**config.mk**
```make
export PLATFORM = sky130hd
export DESIGN_NAME = csv_signed_decimal_parser_flat
export DESIGN_NICKNAME = d
export VERILOG_FILES = /design/src/rtl/core/csp_pkg.sv /design/src/rtl/core/csp_if.sv /design/src/rtl/core/csp_serial_acc.sv /design/src/rtl/core/csp_field_store.sv /design/src/rtl/core/csv_signed_decimal_parser.sv /design/src/flat_wrapper.sv
export SDC_FILE = /design/constraint.sdc
export NUM_CORES = 1
export LEC_CHECK = 0
export BUFFER_PORTS_ARGS = -buffer_cell sky130_fd_sc_hd__buf_2
export CAP_MARGIN = 10
export CORE_ASPECT_RATIO = 1.2
export CORE_UTILIZATION = 53
export CTS_BUF_LIST = sky130_fd_sc_hd__clkbuf_2 sky130_fd_sc_hd__clkbuf_4 sky130_fd_sc_hd__clkbuf_8
export CTS_CLUSTER_SIZE = 16
export DETAILED_ROUTE_END_ITERATION = 16
export PLACE_DENSITY_LB_ADDON = 0.25
export SYNTH_ARGS = -nofsm -noshare
export SYNTH_HDL_FRONTEND = slang
export SYNTH_SLANG_ARGS = --single-unit
```
**constraint.sdc**
```tcl
create_clock -name clock -period 10.6 [get_ports clock]
set_input_delay 0.53 -clock clock [delete_from_list [all_inputs] [get_ports clock]]
set_output_delay 0.53 -clock clock [all_outputs]
set_load 0.01 [all_outputs]
```
**src/rtl/core/csp_pkg.sv**
```systemverilog
// shared types and constants of the comma separated decimal parser
package csp_pkg;

   // character codes
   localparam logic [7:0] CH_NUL      = 8'h00;
   localparam logic [7:0] CH_BANG     = 8'h21;
   localparam logic [7:0] CH_COMMA    = 8'h2C;
   localparam logic [7:0] CH_MINUS    = 8'h2D;
   localparam logic [7:0] CH_LF       = 8'h0A;
   localparam logic [7:0] CH_CR       = 8'h0D;
   localparam logic [7:0] CH_DIGIT_LO = 8'h30;
   localparam logic [7:0] CH_DIGIT_HI = 8'h39;

   // configuration port
   localparam int CSR_INDEX_W = 4;
   localparam int CSR_DATA_W  = 8;
   localparam logic [CSR_INDEX_W-1:0] CSR_SKIP_COUNT     = 4'd0;
   localparam logic [CSR_INDEX_W-1:0] CSR_POSITION_LIMIT = 4'd1;
   localparam logic [3:0] SKIP_COUNT_RESET     = 4'd2;
   localparam logic [7:0] POSITION_LIMIT_RESET = 8'd16;

   // field words are handled one nibble per cycle
   localparam int VALUE_W   = 32;
   localparam int NIBBLES   = VALUE_W / 4;
   localparam int NIB_CNT_W = $clog2(NIBBLES);

   typedef enum logic {
      OP_MAC,   // acc = acc * 10 + digit
      OP_XFER   // stream the signed field out, leaving acc at zero
   } acc_op_type;

   typedef struct packed {
      logic       start;
      logic       clear;
      acc_op_type op;
      logic       negate;
      logic [3:0] digit;
   } acc_ctl_type;

   typedef struct packed {
      logic busy;
      logic done;
      logic shift;
   } acc_sts_type;

endpackage

```
**src/rtl/core/csp_if.sv**
```systemverilog
// valid/ready channel interfaces of the parser

// character input channel
interface csp_req_if;
   logic       valid;
   logic       ready;
   logic [7:0] ch;
   modport source (output valid, output ch, input ready);
   modport sink   (input valid, input ch, output ready);
endinterface

// parsed field result channel
interface csp_rsp_if;
   logic               valid;
   logic               ready;
   logic signed [31:0] value;
   logic [1:0]         field_index;
   logic [2:0]         field_count;
   logic               last;
   modport source (output valid, output value, output field_index, output field_count,
                   output last, input ready);
   modport sink   (input valid, input value, input field_index, input field_count,
                   input last, output ready);
endinterface

// register write channel
interface csp_csr_if;
   logic       valid;
   logic       ready;
   logic [3:0] index;
   logic [7:0] data;
   modport source (output valid, output index, output data, input ready);
   modport sink   (input valid, input index, input data, output ready);
endinterface

```
**src/rtl/core/csp_serial_acc.sv**
```systemverilog
// nibble-serial accumulator: multiply by ten and add, or stream out the signed field
module csp_serial_acc (
   input  logic                  clock,
   input  logic                  reset,
   input  csp_pkg::acc_ctl_type  ctl,
   output logic [3:0]            out_nib,
   output csp_pkg::acc_sts_type  sts
);
   import csp_pkg::*;

   logic [VALUE_W-1:0]   acc_ff, acc_in;
   logic [NIB_CNT_W-1:0] cnt_ff, cnt_in;
   logic [3:0]           carry_ff, carry_in;
   logic                 busy_ff, busy_in;
   acc_op_type           op_ff, op_in;
   logic [3:0]           nib_sel;
   logic [7:0]           prod;
   logic [7:0]           sum;
   logic                 last_nib;

   // one nibble of the word per cycle, lowest first
   always_comb begin
      nib_sel  = ctl.negate ? ~acc_ff[3:0] : acc_ff[3:0];
      prod     = (op_ff == OP_MAC) ? ({4'b0, acc_ff[3:0]} * 8'd10) : {4'b0, nib_sel};
      sum      = prod + {4'b0, carry_ff};
      out_nib  = sum[3:0];
      last_nib = (cnt_ff == NIB_CNT_W'(NIBBLES - 1));
   end

   // next state
   always_comb begin
      acc_in   = acc_ff;
      cnt_in   = cnt_ff;
      carry_in = carry_ff;
      busy_in  = busy_ff;
      op_in    = op_ff;
      if (busy_ff) begin
         // rotate: mac writes the new nibble back, transfer drains to zero
         acc_in   = {((op_ff == OP_MAC) ? sum[3:0] : 4'b0), acc_ff[VALUE_W-1:4]};
         carry_in = sum[7:4];
         cnt_in   = cnt_ff + 1'b1;
         if (last_nib) begin
            busy_in = 1'b0;
         end
      end else if (ctl.start) begin
         busy_in  = 1'b1;
         cnt_in   = '0;
         op_in    = ctl.op;
         carry_in = (ctl.op == OP_MAC) ? ctl.digit : {3'b0, ctl.negate};
      end else if (ctl.clear) begin
         acc_in = '0;
      end
   end

   always_ff @(posedge clock) begin
      if (reset) begin
         acc_ff   <= '0;
         cnt_ff   <= '0;
         carry_ff <= '0;
         busy_ff  <= 1'b0;
         op_ff    <= OP_MAC;
      end else begin
         acc_ff   <= acc_in;
         cnt_ff   <= cnt_in;
         carry_ff <= carry_in;
         busy_ff  <= busy_in;
         op_ff    <= op_in;
      end
   end

   // status back to the sequencer
   always_comb begin
      sts.busy  = busy_ff;
      sts.done  = busy_ff && last_nib;
      sts.shift = busy_ff && (op_ff == OP_XFER);
   end

endmodule

```
**src/rtl/core/csp_field_store.sv**
```systemverilog
// stored field words, each filled one nibble per cycle from the accumulator
module csp_field_store #(
   parameter int MAX_FIELDS = 4,
   parameter int IDX_W      = 2
) (
   input  logic                        clock,
   input  logic                        wr_en,
   input  logic [IDX_W-1:0]            wr_sel,
   input  logic [3:0]                  wr_nib,
   input  logic [IDX_W-1:0]            rd_sel,
   output logic [csp_pkg::VALUE_W-1:0] rd_data
);
   import csp_pkg::*;

   logic [VALUE_W-1:0] entry_ff [MAX_FIELDS];

   // shift the selected entry right by one nibble
   always_ff @(posedge clock) begin
      if (wr_en) begin
         entry_ff[wr_sel] <= {wr_nib, entry_ff[wr_sel][VALUE_W-1:4]};
      end
   end

   // read port for the drain
   assign rd_data = entry_ff[rd_sel];

endmodule

```
**src/rtl/core/csv_signed_decimal_parser.sv**
```systemverilog
// top level: comma separated signed decimal parser
//
// Characters arrive one per beat on req_if; parsed fields leave on rsp_if as
// a run of beats carrying value, field_index, field_count and last. Register
// writes on csr_if (index 0 skip_count, index 1 position_limit) are always
// ready and are meant to be issued while no message is in flight.
// Per character: a digit, or a comma that stores a field, runs the 32-bit
// accumulator one nibble per cycle through a shared multiply-by-ten adder;
// a skipped or dropped character and every other character is handled in
// the idle state. A terminator of a good message stores its last field the
// same way, then the run is drained at one beat per cycle while the receiver
// is ready. An invalid message or a position limit overrun gives one beat
// with field_count zero, loaded into the output register from the emit state
// once that register is free.
// req_if.ready is high only while the sequencer is idle; a finished beat
// waits in the output register while the next character is taken.
// Reset restores skip_count 2 and position_limit 16 and clears message state.
// When the receiver stalls, the pending beat holds and the drain pauses.
module csv_signed_decimal_parser #(
   parameter int MAX_FIELDS = 4
) (
   input  logic clock,
   input  logic reset,
   csp_req_if.sink   req_if,
   csp_rsp_if.source rsp_if,
   csp_csr_if.sink   csr_if
);
   import csp_pkg::*;

   localparam int IDX_W = (MAX_FIELDS > 1) ? $clog2(MAX_FIELDS) : 1;

   typedef enum logic [1:0] {ST_IDLE, ST_RUN, ST_EMIT, ST_DRAIN} state_type;
   typedef enum logic [1:0] {POST_NONE, POST_FIELD, POST_TERM} post_type;

   state_type          state_ff, state_in;
   post_type           post_ff, post_in;
   logic [3:0]         skip_ff, skip_in;
   logic [7:0]         limit_ff, limit_in;
   logic [7:0]         pos_ff, pos_in;
   logic [IDX_W-1:0]   fc_ff, fc_in;
   logic [IDX_W-1:0]   idx_ff, idx_in;
   logic               valid_ff, valid_in;
   logic               neg_ff, neg_in;
   logic               disc_ff, disc_in;
   logic               rsp_valid_ff, rsp_valid_in;
   logic [VALUE_W-1:0] rsp_value_ff, rsp_value_in;
   logic [1:0]         rsp_index_ff, rsp_index_in;
   logic [2:0]         rsp_count_ff, rsp_count_in;
   logic               rsp_last_ff, rsp_last_in;

   acc_ctl_type        acc_ctl;
   acc_sts_type        acc_sts;
   logic [3:0]         acc_nib;
   logic [VALUE_W-1:0] store_rd;

   logic       req_acc;
   logic       csr_acc;
   logic [7:0] ch;
   logic       is_term;
   logic       is_digit;
   logic       in_skip;
   logic       lim_hit;
   logic       has_room;
   logic       rsp_free;
   logic       rsp_load;
   logic       drain_last;
   logic [IDX_W:0] count_full;

   csp_serial_acc u_acc (
      .clock   (clock),
      .reset   (reset),
      .ctl     (acc_ctl),
      .out_nib (acc_nib),
      .sts     (acc_sts)
   );

   csp_field_store #(
      .MAX_FIELDS (MAX_FIELDS),
      .IDX_W      (IDX_W)
   ) u_store (
      .clock   (clock),
      .wr_en   (acc_sts.shift),
      .wr_sel  (fc_ff),
      .wr_nib  (acc_nib),
      .rd_sel  (idx_ff),
      .rd_data (store_rd)
   );

   // handshakes and character classes
   always_comb begin
      req_if.ready = (state_ff == ST_IDLE);
      csr_if.ready = 1'b1;
      req_acc      = req_if.valid && req_if.ready;
      csr_acc      = csr_if.valid && csr_if.ready;
      ch           = req_if.ch;
      is_term      = (ch == CH_NUL) || (ch == CH_BANG);
      is_digit     = (ch >= CH_DIGIT_LO) && (ch <= CH_DIGIT_HI);
      in_skip      = (pos_ff < {4'b0, skip_ff});
      lim_hit      = (({1'b0, pos_ff} + 9'd1) > {1'b0, limit_ff});
      has_room     = (fc_ff != IDX_W'(MAX_FIELDS - 1));
      rsp_free     = !rsp_valid_ff || rsp_if.ready;
      drain_last   = (idx_ff == fc_ff);
      count_full   = {1'b0, fc_ff} + 1'b1;
   end

   // message sequencer
   always_comb begin
      state_in     = state_ff;
      post_in      = post_ff;
      skip_in      = skip_ff;
      limit_in     = limit_ff;
      pos_in       = pos_ff;
      fc_in        = fc_ff;
      idx_in       = idx_ff;
      valid_in     = valid_ff;
      neg_in       = neg_ff;
      disc_in      = disc_ff;
      rsp_load     = 1'b0;
      rsp_value_in = rsp_value_ff;
      rsp_index_in = rsp_index_ff;
      rsp_count_in = rsp_count_ff;
      rsp_last_in  = rsp_last_ff;

      acc_ctl        = '0;
      acc_ctl.op     = OP_MAC;
      acc_ctl.negate = neg_ff;
      acc_ctl.digit  = ch[3:0];

      // register writes
      if (csr_acc) begin
         case (csr_if.index)
            CSR_SKIP_COUNT:     skip_in  = csr_if.data[3:0];
            CSR_POSITION_LIMIT: limit_in = csr_if.data;
            default:            ;
         endcase
      end

      case (state_ff)
         ST_IDLE: begin
            if (req_acc) begin
               if (disc_ff) begin
                  // drop everything up to and including a terminator
                  if (is_term) begin
                     disc_in = 1'b0;
                  end
               end else if (in_skip) begin
                  pos_in = pos_ff + 8'd1;
               end else if (is_term) begin
                  if (!valid_ff) begin
                     state_in      = ST_EMIT;
                     acc_ctl.clear = 1'b1;
                     neg_in        = 1'b0;
                     fc_in         = '0;
                     pos_in        = '0;
                     valid_in      = 1'b1;
                  end else begin
                     state_in      = ST_RUN;
                     post_in       = POST_TERM;
                     acc_ctl.start = 1'b1;
                     acc_ctl.op    = OP_XFER;
                  end
               end else if (lim_hit) begin
                  // overrun: report at once, then discard
                  state_in      = ST_EMIT;
                  acc_ctl.clear = 1'b1;
                  neg_in        = 1'b0;
                  fc_in         = '0;
                  pos_in        = '0;
                  valid_in      = 1'b1;
                  disc_in       = 1'b1;
               end else begin
                  pos_in = pos_ff + 8'd1;
                  if (ch == CH_COMMA) begin
                     if (has_room) begin
                        state_in      = ST_RUN;
                        post_in       = POST_FIELD;
                        acc_ctl.start = 1'b1;
                        acc_ctl.op    = OP_XFER;
                     end else begin
                        valid_in      = 1'b0;
                        neg_in        = 1'b0;
                        acc_ctl.clear = 1'b1;
                     end
                  end else if (ch == CH_MINUS) begin
                     neg_in = 1'b1;
                  end else if ((ch == CH_CR) || (ch == CH_LF)) begin
                     neg_in = neg_ff;
                  end else if (is_digit) begin
                     state_in      = ST_RUN;
                     post_in       = POST_NONE;
                     acc_ctl.start = 1'b1;
                     acc_ctl.op    = OP_MAC;
                  end else begin
                     valid_in = 1'b0;
                  end
               end
            end
         end

         ST_RUN: begin
            if (acc_sts.done) begin
               case (post_ff)
                  POST_FIELD: begin
                     fc_in    = fc_ff + 1'b1;
                     neg_in   = 1'b0;
                     state_in = ST_IDLE;
                  end
                  POST_TERM: begin
                     neg_in   = 1'b0;
                     idx_in   = '0;
                     state_in = ST_DRAIN;
                  end
                  default: begin
                     state_in = ST_IDLE;
                  end
               endcase
            end
         end

         ST_EMIT: begin
            if (rsp_free) begin
               rsp_load     = 1'b1;
               rsp_value_in = '0;
               rsp_index_in = '0;
               rsp_count_in = '0;
               rsp_last_in  = 1'b1;
               state_in     = ST_IDLE;
            end
         end

         ST_DRAIN: begin
            if (rsp_free) begin
               rsp_load     = 1'b1;
               rsp_value_in = store_rd;
               rsp_index_in = 2'(idx_ff);
               rsp_count_in = 3'(count_full);
               rsp_last_in  = drain_last;
               if (drain_last) begin
                  fc_in    = '0;
                  pos_in   = '0;
                  valid_in = 1'b1;
                  state_in = ST_IDLE;
               end else begin
                  idx_in = idx_ff + 1'b1;
               end
            end
         end

         default: begin
            state_in = ST_IDLE;
         end
      endcase

      // output register valid
      if (rsp_load) begin
         rsp_valid_in = 1'b1;
      end else if (rsp_if.ready) begin
         rsp_valid_in = 1'b0;
      end else begin
         rsp_valid_in = rsp_valid_ff;
      end
   end

   // state and registered outputs
   always_ff @(posedge clock) begin
      if (reset) begin
         state_ff     <= ST_IDLE;
         post_ff      <= POST_NONE;
         skip_ff      <= SKIP_COUNT_RESET;
         limit_ff     <= POSITION_LIMIT_RESET;
         pos_ff       <= '0;
         fc_ff        <= '0;
         idx_ff       <= '0;
         valid_ff     <= 1'b1;
         neg_ff       <= 1'b0;
         disc_ff      <= 1'b0;
         rsp_valid_ff <= 1'b0;
      end else begin
         state_ff     <= state_in;
         post_ff      <= post_in;
         skip_ff      <= skip_in;
         limit_ff     <= limit_in;
         pos_ff       <= pos_in;
         fc_ff        <= fc_in;
         idx_ff       <= idx_in;
         valid_ff     <= valid_in;
         neg_ff       <= neg_in;
         disc_ff      <= disc_in;
         rsp_valid_ff <= rsp_valid_in;
         rsp_value_ff <= rsp_value_in;
         rsp_index_ff <= rsp_index_in;
         rsp_count_ff <= rsp_count_in;
         rsp_last_ff  <= rsp_last_in;
      end
   end

   // result port
   always_comb begin
      rsp_if.valid       = rsp_valid_ff;
      rsp_if.value       = rsp_value_ff;
      rsp_if.field_index = rsp_index_ff;
      rsp_if.field_count = rsp_count_ff;
      rsp_if.last        = rsp_last_ff;
   end

   // field counter never passes the last store entry
   assert property (@(posedge clock) disable iff (reset)
      fc_ff <= IDX_W'(MAX_FIELDS - 1))
      else $error("field counter beyond store");

   // the serial unit only works while the sequencer waits on it
   assert property (@(posedge clock) disable iff (reset)
      acc_sts.busy |-> (state_ff == ST_RUN))
      else $error("serial unit busy outside run state");

   // an invalid beat always closes its run
   assert property (@(posedge clock) disable iff (reset)
      (rsp_valid_ff && (rsp_count_ff == 3'd0) && (rsp_index_ff == 2'd0)
       && (MAX_FIELDS < 8)) |-> rsp_last_ff)
      else $error("count zero beat without last");

   // last drained beat ends the message
   assert property (@(posedge clock) disable iff (reset)
      ((state_ff == ST_DRAIN) && rsp_load && drain_last) |=>
      ((state_ff == ST_IDLE) && (fc_ff == '0) && (pos_ff == 8'd0)))
      else $error("drain did not restart message");

   // discarding starts from a cleared message
   assert property (@(posedge clock) disable iff (reset)
      disc_ff |-> ((fc_ff == '0) && !neg_ff && valid_ff))
      else $error("discard with stale message state");

endmodule
```
**src/flat_wrapper.sv**
```systemverilog
// flat-port wrapper written by rule: the top's interface ports become plain ports
module csv_signed_decimal_parser_flat import csp_pkg::*;
#(
   parameter int MAX_FIELDS = 4
)
  (clock, reset, req_if_valid, req_if_ch, req_if_ready, rsp_if_valid, rsp_if_value, rsp_if_field_index, rsp_if_field_count, rsp_if_last, rsp_if_ready, csr_if_valid, csr_if_index, csr_if_data, csr_if_ready);
  csp_req_if req_if_i ();
  csp_rsp_if rsp_if_i ();
  csp_csr_if csr_if_i ();
  input  logic clock;
  input  logic reset;
  input wire logic [$bits(req_if_i.valid)-1:0] req_if_valid;
  input wire logic [$bits(req_if_i.ch)-1:0] req_if_ch;
  output wire logic [$bits(req_if_i.ready)-1:0] req_if_ready;
  output wire logic [$bits(rsp_if_i.valid)-1:0] rsp_if_valid;
  output wire logic [$bits(rsp_if_i.value)-1:0] rsp_if_value;
  output wire logic [$bits(rsp_if_i.field_index)-1:0] rsp_if_field_index;
  output wire logic [$bits(rsp_if_i.field_count)-1:0] rsp_if_field_count;
  output wire logic [$bits(rsp_if_i.last)-1:0] rsp_if_last;
  input wire logic [$bits(rsp_if_i.ready)-1:0] rsp_if_ready;
  input wire logic [$bits(csr_if_i.valid)-1:0] csr_if_valid;
  input wire logic [$bits(csr_if_i.index)-1:0] csr_if_index;
  input wire logic [$bits(csr_if_i.data)-1:0] csr_if_data;
  output wire logic [$bits(csr_if_i.ready)-1:0] csr_if_ready;
  assign req_if_i.valid = req_if_valid;
  assign req_if_i.ch = req_if_ch;
  assign req_if_ready = req_if_i.ready;
  assign rsp_if_valid = rsp_if_i.valid;
  assign rsp_if_value = rsp_if_i.value;
  assign rsp_if_field_index = rsp_if_i.field_index;
  assign rsp_if_field_count = rsp_if_i.field_count;
  assign rsp_if_last = rsp_if_i.last;
  assign rsp_if_i.ready = rsp_if_ready;
  assign csr_if_i.valid = csr_if_valid;
  assign csr_if_i.index = csr_if_index;
  assign csr_if_i.data = csr_if_data;
  assign csr_if_ready = csr_if_i.ready;
  csv_signed_decimal_parser #(.MAX_FIELDS(MAX_FIELDS)) u_core (.clock(clock), .reset(reset), .req_if(req_if_i), .rsp_if(rsp_if_i), .csr_if(csr_if_i));
endmodule
```
# After elaboration in Yosys (flattened, before gate mapping)
# Memory sizes are Yosys's and may differ from the RTL's. A register that Yosys moved wholly into a read port is not among the register bits.
# Index checks and enable logic that the tools add are counted.
# totals
reg_bits	111
elab_cells	243
n_memories	1
ramBits	128
input_bits	25
out_inout_bits	41
# mem_list
memory	words	word_bits	read_ports	rd_ports_with_merged_regs	write_ports	line	source
u_core.u_store.entry_ff	4	32	2	2	1	csp_field_store.sv:15	logic [VALUE_W-1:0] entry_ff [MAX_FIELDS];
# classes
mux	129
n_eq_ne	41
n_lt_le_gt_ge	4
n_bitwise	5
mul	1
reduce_logical	35
n_addsub	7
# op_table
op	count
$mux 32	5
$mux 2	40
$mux 8	9
$pmux 32 s2	1
$mux 1	51
$reduce_and 10->1	3
$mux 3	9
$eq 8x6->1 const B	3
$mux 4	5
$eq 8x4->1 const B	2
$ne 2x1->1 const B	8
$pmux 8 s2	1
$ne 5x2->1 const B	3
$ne 2x2->1 const B	7
$reduce_bool 2->1	7
$ne 3x1->1 const B	4
$reduce_and 11->1	1
$ne 5x1->1 const B	2
$reduce_and 2->1	5
$add 8x1->9 const B	1
$gt 9x8->1	1
$reduce_and 9->1	1
$add 8x1->8 const B	1
$add 8x4->8	1
34 further kinds	51

# Depth between registers and ports, before layout
# Gate-level depths: netlist of run 1.
# depth
depth_word	15
depth_mapped	13
mapped_depth_nobuf	11

# Cells and area by module
# A second synthesis of run 1 with hierarchy kept.
# unflattened
hier_cells	780
hier_area_um2	10948.0
# by_module_without_submodules
module	n_inst	seq_area_each_um2	cells_per_inst	area_each_um2
csp_field_store	1	3843.7	206	5397.7
csv_signed_decimal_parser	1	1781.7	367	3676.0
csp_serial_acc	1	820.8	207	1874.3

# Worst setup path before layout of run 1
# Ideal clock, no wire load.
# synth_path
path_kind	input port to flip-flop
startpoint	input port reset
endpoint	register u_core.rsp_count_ff[0], in the netlist u_core.rsp_if.field_count[0], enable pin
path_buffers	2
path_stages	3
setup_slack_ns	6.510
setup_ns	0.480
t_arrival_ns	3.609
cell_sequence	clkbuf_1 > clkbuf_1 > nor3_1
# synth_between
elab_chain_len	2
# synth_lines
element	line	source
from (decl)	flat_wrapper.sv:11	input logic reset;
$not 1->1 (no source line)	n/a	
$reduce_and 4->1 (no source line)	n/a	
to (signal assigned)	csv_signed_decimal_parser.sv:292	rsp_count_ff <= rsp_count_in;
to (decl)	csv_signed_decimal_parser.sv:48	logic [2:0] rsp_count_ff, rsp_count_in;
# Every way passes these cells.
# A chain may end at the register's enable or synchronous reset.

# Worst setup path after layout of run 1
# layout_path
startpoint	register u_core.pos_ff[0]
endpoint	register u_core.u_acc.acc_ff[2]
# layout_between
elab_chain_len	10
elab_cells_between_ends	13
cone_classes	add/sub: 1; order compare: 2; eq/ne: 1; mux: 7; reduce/logical: 2
# layout_lines
element	line	source
from (decl)	csv_signed_decimal_parser.sv:39	logic [7:0] pos_ff, pos_in;
from (signal assigned)	csv_signed_decimal_parser.sv:283	pos_ff <= pos_in;
$add 8x1->9	csv_signed_decimal_parser.sv:99	lim_hit = (({1'b0, pos_ff} + 9'd1) > {1'b0, limit_ff});
$gt 9x8->1	csv_signed_decimal_parser.sv:99	
$mux 1	csv_signed_decimal_parser.sv:162	end else if (lim_hit) begin
$mux 3	csv_signed_decimal_parser.sv:148	end else if (is_term) begin
$mux 3 *	csv_signed_decimal_parser.sv:146	end else if (in_skip) begin
$mux 3 *	csv_signed_decimal_parser.sv:141	if (disc_ff) begin
$mux 3 *	csv_signed_decimal_parser.sv:140	if (req_acc) begin
$mux 3 *	csv_signed_decimal_parser.sv:138	case (state_ff)
$ne 2x2->1 (no source line) / $reduce_bool 2->1 (equally long branches)	n/a	
$reduce_and 2->1 (no source line) *	n/a	
to (signal assigned)	csp_serial_acc.sv:63	acc_ff <= acc_in;
to (decl)	csp_serial_acc.sv:11	logic [VALUE_W-1:0] acc_ff, acc_in;
# Mark *: on every way between the ends. The rest lies on a longest branch, timed or not.

==> results by group, run 1 <==
Place
  – Area after DPL: 11800 sq um
  – Hpwl dp: 13.2 mm
  – IO Port Bufs: 64
  – RD Place Congestion: 0.826
  – Placed cell count: 1151

Finish
  – Fillcell total: 1661
  – Final Core Density: 60.3%
  – Area delta synth->final: 12.1%
  – Share of cells above drive strength 1: 22.8%
  – Final Cell Area: 12600 sq um
  – FF/Latch Area: 6530 sq um
  – Final non-filler cell total: 1221
  – Area occupied by multi-input gates: 4420 sq um
  – Nets: 977
  – Antenna Cells: 0

Global routing
  – Vias in the first global route: 7061
  – Met3 Track Usage GR: 3.55%
  – Global-route wire length before repair: 35.7 mm
  – Initial antenna violation count: 0
  – GRT Residual Overflow: 0
  – M2 GR Usage: 34.7%
  – Met1 usage: 26.9%
  – GRT Total Usage: 20.7%
  – Largest net degree at the start of global routing: 81
  – GRT busiest layer: met2

Job
  – Max Cap Violations: 0

STA
  – Fin. max-slew vios: 0
  – Final Skew: 39.5 ps
  – Setup TNS: 0 ps
  – Setup-failing EPs final: 0
  – Least-Margin Pin Slew: 1100 ps
  – Unrepaired setup endpoints after global routing: false
  – Max_slew headroom: 26.1%
  – Final period util: 34.8%
  – Hold Vio Cnt, Final: 0
  – Max Fclk: 271 MHz
  – Min Tclk post-route: 3690 ps

Power and ir drop
  – Pwr Density: 147 nW/um^2
  – Total power: 1.86 mW
  – Worst VDD drop: 0.0880 mV
  – P_leak: 4.43 nW

Synthesis
  – Post-Synthesis Cells: 854
  – Async S/R FF share, synth: 0%
  – Main flop type after synthesis: edfxtp_1
  – Area leader, netlist: edfxtp_1
  – Mapped Avg Cell Area: 13.2 sq um
  – Cell area after synthesis: 11200 sq um
  – Distinct cells, synth: 68
  – YS warnings: 0
  – Number of flops mapped to enable cells by yosys: 166
  – Yosys reg bits: 243
  – Top cells by area, synth: edfxtp_1 (44%), dfxtp_1 (14%), mux4_2 (12%)
  – Mapped Nets: 909
  – Sequential fraction of the synthesis area: 58.0%
  – Top cell type's share of synthesized area: 44.3%

Clocking
  – Clock buffer depth: 3
  – Clock-pin slew on the worst setup and hold paths: 60 ps
  – TritonCTS clock tree: yes
  – Worst skew pair latency: 540 ps
  – # resized after CTS: 0
  – Post-cts hold buffer count: 0
  – Post-CTS Setup Inserts: 0
  – Htree depth: 2
  – CTS root buf: clkbuf_8
  – Total CTS buffers: 39
  – CTS sink count: 243

Floorplan
  – Row cnt: 58
  – Die Area: 21800 sq um
  – Die width: 135 um
  – Initial core utilization: 53.8%
  – Die Y: 162 um
  – # IOs: 66
  – Core region area: 20900 sq um

Route
  – Wire length per cell: 17.6 um
  – Remaining routing DRC violations: 0
  – Final ANT Viol Nets: 0
  – Via/cell ratio: 5.76
  – Total Routed Length: 21.5 mm
  – DR vias: 7028
  – Initial DRC Count: 507
  – DRT Pass-1 Iters: 5

Critical path
  – Critical Path RT: 11030 ps
  – Worst setup SP type: flip-flop
  – Crit path DAT: 4120 ps
  – Crit Path Category: reg -> reg
  – CP Capture Type: flip-flop
  – CP max FO: 32

Outcome
  – Status: complete, no violations

Hold path
  – Min-Delay Path Class: in -> reg
-- worst paths after layout --
check	from	end	slack (ps)	cells past startpoint
setup / recovery	u_core.pos_ff[0]$_SDFFE_PP0P_	u_core.u_acc.acc_ff[2]$_SDFFE_PP0P_	6910	12
hold / removal	csr_if_data[4]	u_core.limit_ff[4]$_SDFFE_PP1P_	230	3
setup reg to reg	u_core.pos_ff[0]$_SDFFE_PP0P_	u_core.u_acc.acc_ff[2]$_SDFFE_PP0P_	6910	12
hold reg to reg	u_core.u_acc.acc_ff[28]$_SDFFE_PP0P_	u_core.u_acc.acc_ff[24]$_SDFFE_PP0P_	420	2
-- layout make-up --
cell class                      instances  area share, %
Clock inverter                         13          0.715
Clock buffer                           57           5.58
Sequential cell                       243           51.8
Tap cell                              270           2.68
Multi-Input combinational cell        533           35.1
Inverter                               29          0.864
Timing Repair Buffer                   76           3.26
-- placed cells by master, fill, tap and decap left out, types with 16 or more instances in the layout --
cell type and n:
edfxtp_1 166, dfxtp_1 73, nor2b_1 71, nand2_1 66, buf_2 64, mux4_2 60, a21oi_1 52, clkbuf_8 44
o21ai_0 41, nor2_1 38, inv_1 28, ha_1 28, and3_1 16, xnor2_1 16
-- through the flow --
step / setup slack (ps) / hold slack (ps)
global route: 6480 / 209
global placement: 7040 / 434
CTS: 6890 / 192
finish: 6910 / 225
detailed placement: 6930 / 439
floorplan: 6510 / 427
-- logic make-up (layout without fill, tap and decap cells) --
family                   count (synthesis)  after routing  share of synthesized area [%]
AO/OA/AOI/OAI                          160            160                           9.23
XOR/XNOR                                19             19                           1.48
adder cells (fa/ha/maj)                 30             30                           3.47
buffers and inverters                   78            175                           2.70
flip-flops                             243            243                           58.0
multiplexers                            75             75                           13.4
other                                    1              1                         0.0334
AND/OR/NAND/NOR                        248            248                           11.7
-- flip-flops by register name (all words and copies together) (netlist names), named ones only --
name	cells
u_core.pos_ff	8
u_core.rsp_if.field_count	3
u_core.valid_ff	1
u_core.state_ff	2
u_core.u_acc.acc_ff	32
u_core.neg_ff	1
u_core.rsp_if.valid	1
u_core.skip_ff	4
u_core.post_ff	2
u_core.rsp_if.value	32
u_core.u_store.entry_ff	128
u_core.disc_ff	1
u_core.limit_ff	8
u_core.rsp_if.field_index	2
u_core.idx_ff	2
u_core.fc_ff	2
u_core.rsp_if.last	1
u_core.u_acc.cnt_ff	3
u_core.u_acc.carry_ff	4
u_core.u_acc.busy_ff	1
u_core.u_acc.op_ff	1
-- power breakdown --
group / total, mW / switching [mW] / internal (mW)
registers: 1.00 / 0.00170 / 1.00
clock network: 0.811 / 0.359 / 0.452
logic: 0.0418 / 0.0262 / 0.0156
total: 1.86 / 0.386 / 1.47
-- cell usage after synthesis (all sizes together) (4+ instances only) --
cell and instances:
mux4 60, xnor2 16, a211oi 6, a21oi 53, nor3 6, nor2 38, nor4b 4, dfxtp 77
nand2b 6, clkbuf 31, mux2i 14, nor3b 5, nand4b 5, a31oi 7, ha 28, nand4 6
buf 18, o32ai 4, and3 16, nand3 15, edfxtp 166, nand2 66, inv 29, o21ai 49
nor2b 71
-- layer usage --
metal | vias to the layer above | part of all wire (%)
met1 | 3450 | 43
met3 | 45 | 4.1
met5 | - | 0
met2 | 159 | 50
li1 | 3374 | -
met4 | 0 | 2.6
-- worst max-delay path, cell delays in order, from the launching register on --
cell and delay [ps]:
dfxtp_1 410, and3_1 250, and3_1 250, nand3_1 110, xnor2_1 210, ha_1 320
a211oi_1 270, nand2_1 80, o31ai_1 270, buf_4 220, a41o_1 820, o21ai_0 180
a21oi_1 170
(Power assumes the default switching activity.)
==> run 2, diff against run 1 <==
clock period = 3.3 ns   (was 10.6 ns; I/O delays follow)
==> run 2 against run 1 <==
Largest power group unchanged. Clock power rose to 3.2 times the previous value. Sequential share of layout area down 0.90 points. First-iteration DRC count down 19%. Count of clock-buffer cells in the layout up 1. Critical path depth unchanged. Die area unchanged. Cell area up 1.8%. Wire length down 1.1%. Clock skew down 14 ps. Critical path type unchanged. Register-to-register slack worse by 6700 ps. Global-route usage down 0.39 points. Sequential cell count unchanged. The flow now finishes with violations (design-rule violations).
==> results by group, run 2 (same netlist as run 1, synthesis figures left out) <==
Clocking
  – Total CTS buffers: 39 (unchanged)
  – Worst skew pair latency: 540 ps (about the same)
  – Htree depth: 2 (unchanged)
  – Clock-pin slew on the worst setup and hold paths: 70 ps (about the same)
  – Clock buffer depth: 3 (unchanged)
  – CTS root buf: clkbuf_8
  – TritonCTS clock tree: yes
  – CTS sink count: 243 (unchanged)

Route
  – DR vias: 7026 (-0.028%)
  – Initial DRC Count: 411 (-19%)
  – Wire length per cell: 17.1 um (-2.8%)
  – Remaining routing DRC violations: 1 (+1)
  – Total Routed Length: 21.2 mm (-1.1%)
  – Via/cell ratio: 5.65 (-1.8%)
  – DRT Pass-1 Iters: 11 (+6)
  – Final ANT Viol Nets: 0 (unchanged)

Finish
  – Most frequent cells in the layout: edfxtp_1 (166), dfxtp_1 (72), nor2b_1 (71), nand2_1 (66), buf_2 (64)
  – Register bank with the most flops: u_core.u_store.entry_ff
  – Final Core Density: 61.4% (+1.1 points)
  – Share of cells above drive strength 1: 23.8% (+1.0 points)
  – Max reg flops: 128 (unchanged)
  – Fillcell total: 1614 (-2.8%)
  – Final Cell Area: 12800 sq um (+1.8%)
  – Nets: 998 (+2.1%)
  – Antenna Cells: 0 (unchanged)
  – Area delta synth->final: 14.1%
  – Commonest non-fill, non-tap cell in the layout: edfxtp_1

STA
  – Unrepaired setup endpoints after global routing: false
  – Setup-failing EPs final: 0 (unchanged)
  – Final period util: 94.4% (+60 points)
  – Final Skew: 25.6 ps (-13.9 ps)
  – Setup TNS: 0 ps (unchanged)
  – Fin. max-slew vios: 0 (unchanged)
  – Hold Vio Cnt, Final: 0 (unchanged)
  – Max Fclk: 321 MHz (+19%)
  – Min Tclk post-route: 3110 ps (-577 ps)
  – Least-Margin Pin Slew: 1050 ps (-49.8 ps)
  – Max_slew headroom: 29.5% (+3.3 points)

Power and ir drop
  – Pwr Density: 468 nW/um^2 (+220%)
  – Internal power: 4.74 mW (+220%)
  – Switching Share: 21.0% (+0.17 points)
  – Part of the power in registers: 53.7% (-0.4 points)
  – Logic gate share of total power: 2.4% (about the same)
  – Worst VDD drop: 0.323 mV (+270%)
  – NetSw: 1.26 mW (+230%)
  – P_leak: 4.54 nW (+2.4%)
  – Clock Power Share: 43.8% (about the same)

Floorplan
  – Die width: 135 um (unchanged)
  – Core region area: 20900 sq um (unchanged)
  – # IOs: 66 (unchanged)
  – Die Y: 162 um (unchanged)
  – Initial core utilization: 53.8% (unchanged)
  – Row cnt: 58 (unchanged)
  – Die Area: 21800 sq um (unchanged)

Hold path
  – Min-Delay Path Class: in -> reg

Critical path
  – CP max FO: 7 (-78%)
  – Slowest cell on crit path: or3_4
  – Crit path DAT: 3570 ps (-550 ps)
  – CP Capture Type: flip-flop
  – Worst setup SP type: flip-flop
  – Critical Path Max Stage Delay: 470 ps (-350 ps)
  – Crit Path Category: reg -> reg
  – Flop2flop setup slack: 190 ps (-6720 ps)
  – Cell mode on critical path: and3_1
  – Critical Path RT: 3760 ps (-7270 ps)
  – Worst-path cell chain: and3_1 > and3_1 > nand3_1 > xnor2_1 > ha_1 > a211oi_1 > nand2_1 > o31ai_4 > buf_4 > a31oi_2 > or3_4 > o22ai_1

Global routing
  – Initial antenna violation count: 0 (unchanged)
  – Largest net degree at the start of global routing: 75 (-7.4%)
  – GRT Residual Overflow: 0 (unchanged)
  – Vias in the first global route: 7037 (-0.34%)
  – Global-route wire length before repair: 35.1 mm (-1.7%)
  – GRT Total Usage: 20.3% (-0.39 points)

Place
  – IO Port Bufs: 64 (unchanged)
  – Area after DPL: 11900 sq um (+0.55%)
  – RD Place Congestion: 0.841 (+1.8%)
  – Hpwl dp: 13.2 mm (-0.12%)

Outcome
  – Status: complete, but fails checks
  – Failing checks: design-rule violations

Job
  – Max Cap Violations: 0 (unchanged)
-- run 2: what timing repair did --
action	in CTS	in global routing
resized for setup	0	7
buffers inserted	0	2
hold endpoints to repair	14	0
hold buffers	10	0
setup endpoints to repair	0	40
-- run 2: final timing paths --
kind,startpoint,endpoint,cells past startpoint
hold / removal,csr_if_index[3],u_core.skip_ff[1]$_SDFFE_PP1P_,3
setup reg to reg,u_core.pos_ff[1]$_SDFFE_PP0P_,u_core.pos_ff[3]$_SDFFE_PP0P_,12
hold reg to reg,u_core.u_acc.acc_ff[24]$_SDFFE_PP0P_,u_core.u_acc.acc_ff[20]$_SDFFE_PP0P_,2
setup / recovery,u_core.pos_ff[1]$_SDFFE_PP0P_,u_core.pos_ff[3]$_SDFFE_PP0P_,12
-- run 2: critical path: cells and delay by family (launching register included) --
kind                     cells  cell delay, ps
AO/OA/AOI/OAI                4             890
adder cells (fa/ha/maj)      1             320
AND/OR/NAND/NOR              5            1050
buffers and inverters        1             210
XOR/XNOR                     1             220
flip-flops                   1             370
-- run 2: layout make-up --
cell class | count | area (sq um) | share of cell area, %
multi-input cells | 533 | 4450 | 34.7
clock inverters | 13 | 88.8 | 0.693
well taps | 270 | 338 | 2.63
flip-flops and latches | 243 | 6530 | 50.9
inverters | 29 | 109 | 0.849
repair buffers | 97 | 601 | 4.68
clock buffers | 58 | 711 | 5.54
-- run 2: stage by stage --
stage | worst slack (ps) | power, mW | std cells | hold slack (ps)
3_5_place_dp | 128 | 3.43 | 1159 | 388
2_1_floorplan | 196 | 3.38 | 854 | 290
6_report | 185 | 6.00 | 1243 | 34.7
3_3_place_gp | 157 | 3.42 | 1159 | 381
4_1_cts | 99.9 | 6.07 | 1240 | 10.3
5_1_grt | 20.4 | 6.19 | 1243 | 37.7
-- run 2: per-layer routing --
| layer | vias up | share of wire, % | GRT usage, % | routed length [um] |
|---|---|---|---|---|
| met3 | 50 | 3.1 | 3.20 | 667 |
| li1 | 3416 | - | - | - |
| met5 | - | 0 | 0 | 0 |
| met2 | 130 | 51 | 35.9 | 10900 |
| met4 | 0 | 2.4 | 6.84 | 517 |
| met1 | 3430 | 43 | 25.4 | 9170 |
-- run 2: power groups by stage --
stage	registers (mW)	clock network, mW	logic (mW)
after floorplan	3.29	0	0.0915
after global placement	3.29	0	0.132
after detailed placement	3.29	0	0.135
after CTS	3.23	2.69	0.144
after global routing	3.23	2.81	0.162
final	3.23	2.63	0.146
==> run 3, diff against run 2 <==
GPL_TIMING_DRIVEN = 0   (was default)
==> run 3 against run 2 <==
The flow still finishes with violations (design-rule violations). Combinational power increased by 9%. Clock power decreased by 7.6%. Critical path depth is 1 higher. Via count increased by 4.7%. Cell count is 2.5% higher. Die area unchanged. Utilization increased by 0.31 points. Sequential cell count is the same. Fmax increased by 1.9%. Sequential power barely moved. Critical path type unchanged. Highest routed layer unchanged.
==> results by group, run 3 (same netlist as run 1, synthesis figures left out) <==
Power and ir drop
  – NetSw: 1.27 mW (+0.68%)
  – Switching Share: 21.8% (+0.82 points)
  – Logic gate share of total power: 2.7% (+0.3 points)
  – Clock Power Share: 41.8% (-2.0 points)
  – Worst VDD drop: 0.322 mV (-0.46%)
  – Internal power: 4.55 mW (-4.1%)
  – P_leak: 4.49 nW (-1.1%)
  – Part of the power in registers: 55.5% (+1.8 points)
  – Pwr Density: 451 nW/um^2 (-3.6%)

Finish
  – Share of cells above drive strength 1: 22.4% (-1.4 points)
  – Nets: 1031 (+3.3%)
  – Max reg flops: 128 (unchanged)
  – Area delta synth->final: 14.6%
  – Final Core Density: 61.7% (+0.31 points)
  – Antenna Cells: 0 (unchanged)
  – Area occupied by multi-input gates: 4500 sq um (+1.2%)
  – Fillcell total: 1624 (+0.62%)
  – FF/Latch Area: 6530 sq um (about the same)
  – Commonest non-fill, non-tap cell in the layout: edfxtp_1
  – Most frequent cells in the layout: edfxtp_1 (166), dfxtp_1 (74), nor2b_1 (71), nand2_1 (66), buf_2 (65)
  – Register bank with the most flops: u_core.u_store.entry_ff

STA
  – Final Skew: 35.6 ps (+10.0 ps)
  – Max Fclk: 327 MHz (+1.9%)
  – Setup WS post-layout: 244 ps (+58.8 ps)
  – Final period util: 92.6% (-1.8 points)
  – Unrepaired setup endpoints after global routing: false
  – Least-Margin Pin Slew: 1120 ps (+66.9 ps)
  – Setup-failing EPs final: 0 (unchanged)
  – Hold Vio Cnt, Final: 0 (unchanged)
  – Fin. max-slew vios: 0 (unchanged)
  – Setup TNS: 0 ps (unchanged)
  – Max_slew headroom: 25.0% (-4.5 points)
  – Min Hold Slack: 33.5 ps (-1.18 ps)
  – Min Tclk post-route: 3060 ps (-58.8 ps)

Global routing
  – GRT Total Usage: 21.7% (+1.3 points)
  – GRT Residual Overflow: 0 (unchanged)
  – Global-route wire length before repair: 36.9 mm (+5.2%)
  – Initial antenna violation count: 0 (unchanged)
  – Largest net degree at the start of global routing: 33 (-56%)
  – Vias in the first global route: 7469 (+6.1%)

Route
  – Initial DRC Count: 335 (-18%)
  – DRT Pass-1 Iters: 12 (+1)
  – DR vias: 7356 (+4.7%)
  – Wire length per cell: 17.7 um (+3.6%)
  – Final ANT Viol Nets: 0 (unchanged)
  – Remaining routing DRC violations: 1 (unchanged)
  – Total Routed Length: 22.6 mm (+6.2%)
  – Via/cell ratio: 5.77 (+2.1%)

Outcome
  – Status: complete, but fails checks
  – Failing checks: design-rule violations

Floorplan
  – Die Area: 21800 sq um (unchanged)
  – Die width: 135 um (unchanged)
  – # IOs: 66 (unchanged)
  – Die Y: 162 um (unchanged)
  – Row cnt: 58 (unchanged)
  – Core region area: 20900 sq um (unchanged)
  – Initial core utilization: 53.8% (unchanged)

Hold path
  – Min-Delay Path Class: in -> reg

Clocking
  – Htree depth: 2 (unchanged)
  – CTS root buf: clkbuf_8
  – Clock-pin slew on the worst setup and hold paths: 60 ps (about the same)
  – TritonCTS clock tree: yes
  – CTS sink count: 243 (unchanged)
  – Worst skew pair latency: 560 ps (+20 ps)
  – Clock buffer depth: 3 (unchanged)
  – Total CTS buffers: 40 (+2.6%)

Place
  – Hpwl dp: 15.1 mm (+15%)
  – RD Place Congestion: 0.864 (+2.8%)
  – IO Port Bufs: 63 (-1.6%)
  – Pre-CTS setup slack: -360 ps (-488 ps)

Critical path
  – CP Capture Type: flip-flop
  – Worst setup SP type: flip-flop
  – Critical Path RT: 3770 ps (about the same)
  – Crit Path Category: reg -> reg
  – Crit path DAT: 3520 ps (-50 ps)
  – CP max FO: 7 (unchanged)

Job
  – Max Cap Violations: 0 (unchanged)
[run 3: cell types whose count changed in the layout (fill, tap and decap cells not counted), sizes merged]
| cell | before | now |
|---|---|---|
| clkbuf | 58 | 82 |
| clkinv | 10 | 15 |
| clkinvlp | 0 | 2 |
| buf | 86 | 87 |
| bufinv | 1 | 0 |
| clkdlybuf4s15 | 1 | 0 |
| dlygate4sd3 | 10 | 11 |
[run 3: what timing repair did]
action,4_1_cts,5_1_grt
hold buffers,11,0
pin swaps,0,2
setup buffers,5,0
resized for setup,13,8
endpoints found under the hold margin,15,0
setup endpoints to repair,55,47
[run 3: metal layers]
metal	global-route usage [%]	routed length (um)
met4	8.89	560
met2	38.7	11900
met3	3.92	1020
met1	25.5	9130
met5	0	0
[run 3: power groups by stage]
stage | logic [mW] | clock network [mW] | registers (mW)
floorplan | 0.0915 | 0 | 3.29
global placement | 0.141 | 0 | 3.29
detailed placement | 0.143 | 0 | 3.29
CTS | 0.155 | 2.49 | 3.23
global route | 0.174 | 2.61 | 3.23
finish | 0.159 | 2.43 | 3.23
[run 3: worst paths after layout]
path                                              from                                   to  slack [ps]  cells after the start
setup / recovery         u_core.pos_ff[0]$_SDFFE_PP0P_           u_core.neg_ff$_SDFFE_PP0P_         240                     13
hold / removal                         csr_if_index[0]       u_core.skip_ff[1]$_SDFFE_PP1P_          30                      3
setup reg to reg         u_core.pos_ff[0]$_SDFFE_PP0P_           u_core.neg_ff$_SDFFE_PP0P_         240                     13
hold reg to reg   u_core.u_acc.acc_ff[11]$_SDFFE_PP0P_  u_core.u_acc.acc_ff[7]$_SDFFE_PP0P_         440                      2
[run 3: stage by stage]
step | std cells | area, sq um | power, mW
6_report | 1274 | 12900 | 5.82
5_1_grt | 1274 | 12900 | 6.01
4_1_cts | 1274 | 12800 | 5.87
3_5_place_dp | 1188 | 11900 | 3.43
3_3_place_gp | 1187 | 11900 | 3.43
2_1_floorplan | 854 | 11200 | 3.38
[run 3: cell type report]
cell class	instances	share of cell area, %
timing repair buffer	80	3.71
buffer	49	1.63
inverter	29	0.844
sequential	243	50.7
clock buffer	51	4.91
clock inverter	19	0.738
tap	270	2.62
multi-input combinational	533	34.9
[run 3: worst max-delay path, cell delays in order (launching register included)]
cell and delay, ps:
dfxtp_2 390, and3_4 220, and3_4 210, nand3_1 120, xnor2_2 230, ha_4 260, a211oi_2 220, nand2_1 120
o31ai_4 220, buf_6 160, buf_4 110, nand3_1 190, o221a_2 320, o32ai_1 200
